[config.mk]
export PLATFORM = sky130hd
export DESIGN_NAME = lphm_front
export DESIGN_NICKNAME = d
export VERILOG_FILES = /design/src/rtl/lphm_pkg.sv /design/src/rtl/lphm_front.sv
export SDC_FILE = /design/constraint.sdc
export NUM_CORES = 1
export LEC_CHECK = 0
export BUFFER_PORTS_ARGS = -buffer_cell sky130_fd_sc_hd__clkbuf_2
export CORE_MARGIN = 2
export CORE_UTILIZATION = 55
export CTS_CLUSTER_DIAMETER = 30
export DETAILED_ROUTE_END_ITERATION = 16
export PLACE_DENSITY = 0.79
export SLEW_MARGIN = 20
export SYNTH_ARGS = -nofsm -noshare
export SYNTH_HDL_FRONTEND = slang
export SYNTH_SLANG_ARGS = --single-unit
[constraint.sdc]
create_clock -name clk -period 7.5 [get_ports clk]
set_input_delay 1.125 -clock clk [delete_from_list [all_inputs] [get_ports clk]]
set_output_delay 1.125 -clock clk [all_outputs]
set_load 0.02 [all_outputs]
[src/rtl/lphm_pkg.sv]
// shared types, constants and hash helpers for the linear probe hash map
package lphm_pkg;

  localparam int TableSizeDefault = 1024;
  localparam logic [31:0] HashMul = 32'h045d9f3b;
  localparam int HashShift = 16;

  localparam logic [1:0] MODE_PUT    = 2'd0;
  localparam logic [1:0] MODE_GET    = 2'd1;
  localparam logic [1:0] MODE_REMOVE = 2'd2;
  localparam logic [1:0] MODE_BAD    = 2'd3;

  localparam logic [1:0] ST_OK     = 2'd0;
  localparam logic [1:0] ST_ABSENT = 2'd1;
  localparam logic [1:0] ST_FULL   = 2'd2;

  typedef struct packed {
    logic [1:0]  mode;
    logic [31:0] key;
    logic [31:0] value;
  } in_item_t;

  typedef struct packed {
    logic [1:0]  status;
    logic [31:0] read_value;
  } out_item_t;

  function automatic logic [31:0] xs_fold(input logic [31:0] x);
    xs_fold = (x >> HashShift) ^ x;
  endfunction

endpackage

[src/rtl/lphm_front.sv]
// front end: accepts items, hashes the key and queues jobs with their start slot
module lphm_front #(
  parameter int TABLE_SIZE = lphm_pkg::TableSizeDefault,
  parameter int IW = (TABLE_SIZE > 1) ? $clog2(TABLE_SIZE) : 1
) (
  input  logic                 clk,
  input  logic                 rst_n,
  input  logic                 in_valid,
  output logic                 in_stall,
  input  lphm_pkg::in_item_t   in_data,
  output logic                 job_valid,
  input  logic                 job_take,
  output lphm_pkg::in_item_t   job_item,
  output logic [IW-1:0]        job_start
);

  // floor(2^32 / TABLE_SIZE): quotient estimate is low by at most one
  localparam logic [31:0] Recip = 32'((64'd1 << 32) / 64'(TABLE_SIZE));

  // hash pipe: fold, mul, fold, mul, fold, quotient, remainder, correct
  logic [2:0]          stg_r, stg_nxt;
  logic                busy_r, busy_nxt;
  lphm_pkg::in_item_t  item_r;
  logic [31:0]         h_r, h_nxt;
  logic [31:0]         q_r, q_nxt;

  // two-entry queue
  lphm_pkg::in_item_t  q_item_r [2];
  logic [IW-1:0]       q_idx_r [2];
  logic                q_wp_r, q_rp_r;
  logic [1:0]          q_cnt_r;
  logic                push, pop;
  logic [31:0]         mul_b;
  logic [63:0]         prod;
  logic [IW-1:0]       start;

  assign mul_b = (stg_r == 3'd5) ? Recip : lphm_pkg::HashMul;
  assign prod  = 64'(h_r) * 64'(mul_b);
  // remainder is below twice the table size here, one subtract finishes it
  assign start = IW'((h_r >= 32'(TABLE_SIZE)) ? h_r - 32'(TABLE_SIZE) : h_r);

  assign in_stall  = busy_r;
  assign push      = busy_r && (stg_r == 3'd7) && (q_cnt_r != 2'd2);
  assign pop       = job_valid && job_take;
  assign job_valid = (q_cnt_r != 2'd0);
  assign job_item  = q_item_r[q_rp_r];
  assign job_start = q_idx_r[q_rp_r];

  always_comb begin
    busy_nxt = busy_r;
    stg_nxt  = stg_r;
    h_nxt    = h_r;
    q_nxt    = q_r;
    if (!busy_r) begin
      if (in_valid) begin
        busy_nxt = 1'b1;
        stg_nxt  = 3'd1;
        h_nxt    = lphm_pkg::xs_fold(in_data.key);
      end
    end else begin
      case (stg_r)
        3'd1: begin h_nxt = prod[31:0];               stg_nxt = 3'd2; end
        3'd2: begin h_nxt = lphm_pkg::xs_fold(h_r);   stg_nxt = 3'd3; end
        3'd3: begin h_nxt = prod[31:0];               stg_nxt = 3'd4; end
        3'd4: begin h_nxt = lphm_pkg::xs_fold(h_r);   stg_nxt = 3'd5; end
        3'd5: begin q_nxt = prod[63:32];              stg_nxt = 3'd6; end
        3'd6: begin
          h_nxt   = h_r - q_r * 32'(TABLE_SIZE);
          stg_nxt = 3'd7;
        end
        3'd7: begin
          if (push) busy_nxt = 1'b0;
        end
        default: stg_nxt = 3'd0;
      endcase
    end
  end

  always_ff @(posedge clk) begin
    if (!rst_n) begin
      busy_r  <= 1'b0;
      stg_r   <= 3'd0;
      q_wp_r  <= 1'b0;
      q_rp_r  <= 1'b0;
      q_cnt_r <= 2'd0;
    end else begin
      busy_r <= busy_nxt;
      stg_r  <= stg_nxt;
      if (push) q_wp_r <= ~q_wp_r;
      if (pop)  q_rp_r <= ~q_rp_r;
      q_cnt_r <= q_cnt_r + 2'(push) - 2'(pop);
    end
  end

  always_ff @(posedge clk) begin
    h_r <= h_nxt;
    q_r <= q_nxt;
    if (!busy_r && in_valid) item_r <= in_data;
    if (push) begin
      q_item_r[q_wp_r] <= item_r;
      q_idx_r[q_wp_r]  <= start;
    end
  end

`ifndef SYNTH
  a_q_bound: assert property (@(posedge clk) disable iff (!rst_n) q_cnt_r != 2'd3)
    else $error("job queue count out of range");
  a_no_push_full: assert property (@(posedge clk) disable iff (!rst_n)
    q_cnt_r == 2'd2 |-> !push)
    else $error("push into full job queue");
  a_accept_busy: assert property (@(posedge clk) disable iff (!rst_n)
    (in_valid && !in_stall) |=> busy_r && stg_r == 3'd1)
    else $error("hash pipe did not start");
`endif

endmodule

==> impl_metrics.yaml, run 1 <==
status:
  outcome: "complete, no violations"
sta:
  max_freq_ghz: 0.136
  fin_crit_ns: 7.35
  worst_pin_slew_ns: 1.09
  drv_slew: 0
  finClkSkew_ns: 0.0395
  finalCritPeriodShare: 0.980
  setup_viol: 0
  hold_viol_final: 0
  slew-limit-headroom: 0.276
cts:
  clockBufferDepth: 3
  hold_buffers: 0
  tritoncts: "done"
  clkSinkCount: 281
  ctsHtreeMaxLevel: 2
  cts_inserted_buffers: 42
  clk_pin_slew_ns: 0.06
  cts_root_buf: "clkbuf_16"
  insertion_delay_ns: 0.55
floorplan:
  pin_count: 148
  die_w_um: 225
  initial_core_util: 0.554
  die_area_um2: 50800
  die_h_um: 225
  core.rowCount: 81
  core_area_um2: 48600
logic_synthesis:
  synth_area_per_cell_um2: 11.2
  synth_common_cells: "inv_1, fa_1, ha_1, edfxtp_1, nand2_1"
  netlist_area_um2: 27000
  postSynthCellCount: 2417
  synth_top_area_cell: "edfxtp_1"
  yosysWarnings: 0
  synth_area_leaders: "edfxtp_1, fa_1, ha_1"
  synth_fp_nets: 3111
  synthArstFlopShare: 0
  synth_top_flop_cell: "edfxtp_1"
  synth.top_cell.area_share: 0.303
  yosysMostFrequentCell: "inv_1"
  synth_edf_count: 272
  synth_cell_types: 64
  yosysSeqAreaShare: 0.310
  ys_ff_latch: 281
placement:
  hpwlAfterDp_um: 63900
  postPlaceCellArea_um2: 29500
  io_buffer_count: 147
  gp_congestion: 1.03
worst_setup_path:
  cp.required_ns: 7.78
  critPathCapture: "q_r[20]$_DFFE_PP_"
  rrSetupSlack_ns: 0.15
  slowest_delay_ns: 0.58
  crit_slowest_cell: "fa_1"
  worstSetupPathType: "reg2reg"
  r2r-end: "q_r[20]$_DFFE_PP_"
  cp-startpoint: "stg_r[0]$_SDFFE_PN0P_"
  crit_top_cell: "inv_1"
  r2r_start: "stg_r[0]$_SDFFE_PN0P_"
  crit_arrival_ns: 7.63
  rr_worst_depth: 28
  path_max_fanout: 26
  setup.worst_path.end_class: "flop"
  critPathLaunchType: "flop"
global_route:
  antenna_found_initial: 0
  overflow: 0
  grt_pass1_wl_um: 118000
  grt_usage: 0.314
  grtUsageMet3: 0.0519
  grtUsageMet2: 0.538
  grt_max_degree: 77
  first_global_vias: 20300
  gr-usage-met1: 0.377
  grt-busiest-layer: "met2"
final_layout:
  syn_to_final_growth_pct: 15.9
  n_antenna_cell: 0
  final_net_count: 3408
  multi_input_area_um2: 16300
  final_cell_area_um2: 31200
  nFillCells: 3718
  drive_above_1_share: 0.194
  ff_latch_area_um2: 8350
routing:
  drc: 0
  drtPass1Iterations: 5
  vias_per_cell: 5.61
  routed_wl_um: 77500
  initialDrtViolationCount: 1590
  ant_nets: 0
  post_drt_wl_per_cell_um: 23.0
  vias: 18900
hold_path:
  whs_path_depth: 0
  hp-class: "reg2reg"
job:
  maxCapViolations: 0
## final cells by class
type	count	share of cell area
Clock inverter	30	0.0142
Sequential cell	281	0.267
Inverter	624	0.0751
Clock buffer	46	0.0341
Tap cell	622	0.0249
Multi-Input combinational cell	1456	0.521
Timing Repair Buffer	309	0.0631
## worst min path at each step
| stage | start | slack [ns] | end |
|---|---|---|---|
| 2_1_floorplan | item_r[0]$_DFFE_PP_ | 0.42 | q_item_r[0][0]$_DFFE_PP_ |
| 3_3_place_gp | item_r[42]$_DFFE_PP_ | 0.42 | q_item_r[0][42]$_DFFE_PP_ |
| 3_5_place_dp | item_r[57]$_DFFE_PP_ | 0.43 | q_item_r[0][57]$_DFFE_PP_ |
| 4_1_cts | item_r[57]$_DFFE_PP_ | 0.44 | q_item_r[1][57]$_DFFE_PP_ |
| 5_1_grt | item_r[57]$_DFFE_PP_ | 0.44 | q_item_r[0][57]$_DFFE_PP_ |
| 6_report | item_r[41]$_DFFE_PP_ | 0.43 | q_item_r[1][41]$_DFFE_PP_ |
## sequential cells by signal, summed over array words and instances (netlist names), named ones only
name / count
q_item_r: 132
item_r: 66
h_r: 32
q_r: 22
q_idx_r: 20
stg_r: 3
q_cnt_r: 2
in_stall: 1
q_rp_r: 1
q_wp_r: 1
## critical path: cells and delay by family (launching register included)
kind	cells	cell delay [ns]
buffers and inverters	7	0.68
XOR/XNOR	1	0.13
adder cells (fa/ha/maj)	8	3.05
AND/OR/NAND/NOR	7	1.71
AO/OA/AOI/OAI	5	1.17
flip-flops	1	0.33
## layer usage
metal / routed length [µm] / share of wire
met3: 5640 / 0.073
met5: 0 / 0
met2: 37700 / 0.49
met1: 28800 / 0.37
met4: 5370 / 0.069
## cell families after synthesis
group           count (synthesis)  share of synthesized area
mux                            78                     0.0325
buf+inv                       680                     0.0947
compound gates                284                     0.0697
fa+ha+maj                     624                      0.386
simple gates                  316                     0.0571
xor+xnor                      154                     0.0500
flops                         281                      0.310
## layout by cell type (no fill, tap or decap), types with 9 or more instances in the layout
cell type,n
inv_1,609
fa_1,343
edfxtp_1,272
ha_1,261
buf_4,159
clkbuf_2,147
nand2_1,94
a21oi_1,87
xnor2_1,83
mux2_2,76
xor2_1,71
nor2_1,60
o21ai_0,47
clkbuf_16,42
a21o_1,41
and2_1,25
nand3_1,23
nor3_1,19
nand2b_1,18
and3_1,18
inv_2,13
o21a_1,13
o221ai_1,13
nand4_1,10
nor2b_1,9
## repair_timing
action                     4_1_cts  5_1_grt
gates resized for setup          1       64
setup endpoints to repair        2       19
setup buffers                    0        7
pin swaps                        0       17
## through the flow
step	hold WS (ns)	TNS, ns	cells	setup WS (ns)	util
after floorplan	0.421	0	2417	0.0292	-
after global placement	0.422	0	3285	0.187	0.605
after detailed placement	0.430	0	3285	0.0429	0.605
after CTS	0.437	0	3361	0.0619	0.636
after global routing	0.442	-0.0428	3368	-0.0243	0.642
final	0.434	0	3368	0.147	0.642
Power of run 1 is left out: the tool's default activity adds up to more than one toggle a clock period on the data nets, which glitch-free logic cannot reach.
==> run 2, diff against run 1 <==
- CTS_BUF_LIST: unset -> sky130_fd_sc_hd__clkbuf_8
- PLACE_DENSITY: 0.79 -> 0.76
- clock period: 7.5 -> 7.3 ns (I/O delays scaled with it)
==> run 2 against run 1 <==
  * The flow now finishes with violations (setup timing)
  * Maximum frequency up 0.36%
  * Sequential share of layout area down 0.97 points
  * Utilization up 2.4 points
  * Via count up 2.6%
  * Register-to-register slack worse by 0.17 ns
  * Cell area up 3.8%
  * Flip-flop and latch count unchanged
==> impl_metrics.yaml, run 2 (synthesized netlist as in run 1, its figures left out) <==
status:
  outcome: "finished with violations"
  violations: "setup timing"
routing:
  routed_wl_um: 80600
  drc: 0
  vias_per_cell: 5.49
  drtPass1Iterations: 7
  post_drt_wl_per_cell_um: 22.8
  vias: 19400
  ant_nets: 0
  initialDrtViolationCount: 1450
sta:
  drv_slew: 0
  finalCritPeriodShare: 1.00
  finClkSkew_ns: 0.0424
  setup_tns_ns: -0.0269
  setup_ws_ns: -0.0269
  slew-limit-headroom: 0.298
  max_freq_ghz: 0.136
  rsz0062_at_grt: "yes"
  fin_crit_ns: 7.33
  setup_viol: 1
  hold_viol_final: 0
  worst_pin_slew_ns: 1.05
worst_setup_path:
  crit_arrival_ns: 7.64
  critPathBufInv: 8
  r2r_start: "stg_r[0]$_SDFFE_PN0P_"
  setup.worst_path.end_class: "flop"
  slowest_delay_ns: 0.54
  critPathLaunchType: "flop"
  worstSetupPathType: "reg2reg"
  crit_top_cell: "fa_1"
  path_max_fanout: 6
  critical_path.top_delay_family: "adder cells"
  cp-startpoint: "stg_r[0]$_SDFFE_PN0P_"
  cp.required_ns: 7.61
  crit_slowest_cell: "fa_1"
cts:
  clockBufferDepth: 3
  insertion_delay_ns: 0.58
  hold_buffers: 0
  cts_inserted_buffers: 47
  clkSinkCount: 281
  tritoncts: "done"
  cts_root_buf: "clkbuf_8"
  ctsHtreeMaxLevel: 2
  clk_pin_slew_ns: 0.07
placement:
  hpwlAfterDp_um: 67200
  gp_congestion: 1.02
  io_buffer_count: 147
  place_inst: 3431
global_route:
  antenna_found_initial: 2
  grt_max_degree: 77
  grt_pass1_wl_um: 119000
  first_global_vias: 20700
  overflow: 0
  grt_usage: 0.317
floorplan:
  initial_core_util: 0.554
  die_w_um: 225
  die_h_um: 225
  core_area_um2: 48600
  pin_count: 148
  core.rowCount: 81
  die_area_um2: 50800
final_layout:
  nFillCells: 3726
  syn_to_final_growth_pct: 20.3
  top_register: "q_item_r"
  mostFrequentLayoutCell: "inv_1"
  final_cells: 3535
  multi_input_area_um2: 16700
  largestRegisters: "q_item_r: 132 flops, item_r: 66 flops, h_r: 32 flops"
  drive_above_1_share: 0.260
  layout_common_cells: "inv_1, fa_1, buf_4"
  final_net_count: 3570
  ff_latch_area_um2: 8360
  largest_reg_flops: 132
  postLayoutCoreUtil: 0.667
hold_path:
  holdCritStartpoint: "item_r[56]$_DFFE_PP_"
  hp-class: "reg2reg"
job:
  maxCapViolations: 0
## run 2: final timing paths
path                                     to  slack, ns  cells after the start
setup reg to reg          q_r[14]$_DFFE_PP_      -0.03                     27
setup / recovery          q_r[14]$_DFFE_PP_      -0.03                     27
hold reg to reg   q_item_r[1][56]$_DFFE_PP_       0.41                      0
hold / removal    q_item_r[1][56]$_DFFE_PP_       0.41                      0
## run 2: timing repair
action	4_1_cts	5_1_grt
setup buffers	2	12
gates resized for setup	28	120
setup endpoints to repair	9	27
cloned	0	4
pin swaps	12	61
## run 2: cell type report
| type | instances | area share |
|---|---|---|
| multi-input combinational | 1456 | 0.515 |
| sequential | 281 | 0.258 |
| timing repair buffer | 466 | 0.0993 |
| inverter | 624 | 0.0725 |
| tap | 622 | 0.0240 |
| clock buffer | 53 | 0.0225 |
| clock inverter | 31 | 0.00934 |
| antenna | 2 | 0.000154 |
## run 2: metal layers
metal,track usage,share of wire
met1,0.383,0.38
met4,0.164,0.067
met5,0,0.00020
met3,0.0468,0.070
met2,0.551,0.49
## run 2: worst register-to-register path, stage by stage (launching register included)
cell and delay [ns]:
dfxtp_2 0.33, nand2_2 0.05, or2_4 0.32, buf_12 0.18, buf_8 0.13, and2_4 0.14
buf_6 0.11, fa_1 0.50, fa_1 0.52, inv_1 0.05, fa_1 0.53, inv_2 0.05
fa_1 0.51, fa_1 0.54, inv_2 0.04, fa_1 0.50, inv_2 0.06, ha_4 0.21
a21o_1 0.21, or3_4 0.35, o21ai_4 0.20, a41oi_4 0.19, buf_6 0.16, or4_4 0.49
a21oi_4 0.17, a21oi_4 0.08, a311oi_2 0.33, xnor2_1 0.13
## run 2: through the flow
| stage | hold slack (ns) | worst slack [ns] | cell area, µm² |
|---|---|---|---|
| after floorplan | 0.421 | 0.00269 | 27000 |
| after global placement | 0.422 | -0.159 | 30600 |
| after detailed placement | 0.431 | -0.246 | 30600 |
| after CTS | 0.408 | -0.0231 | 31700 |
| after global routing | 0.415 | -0.202 | 32400 |
| final | 0.413 | -0.0269 | 32400 |
Power of run 2 is left out for the same reason.
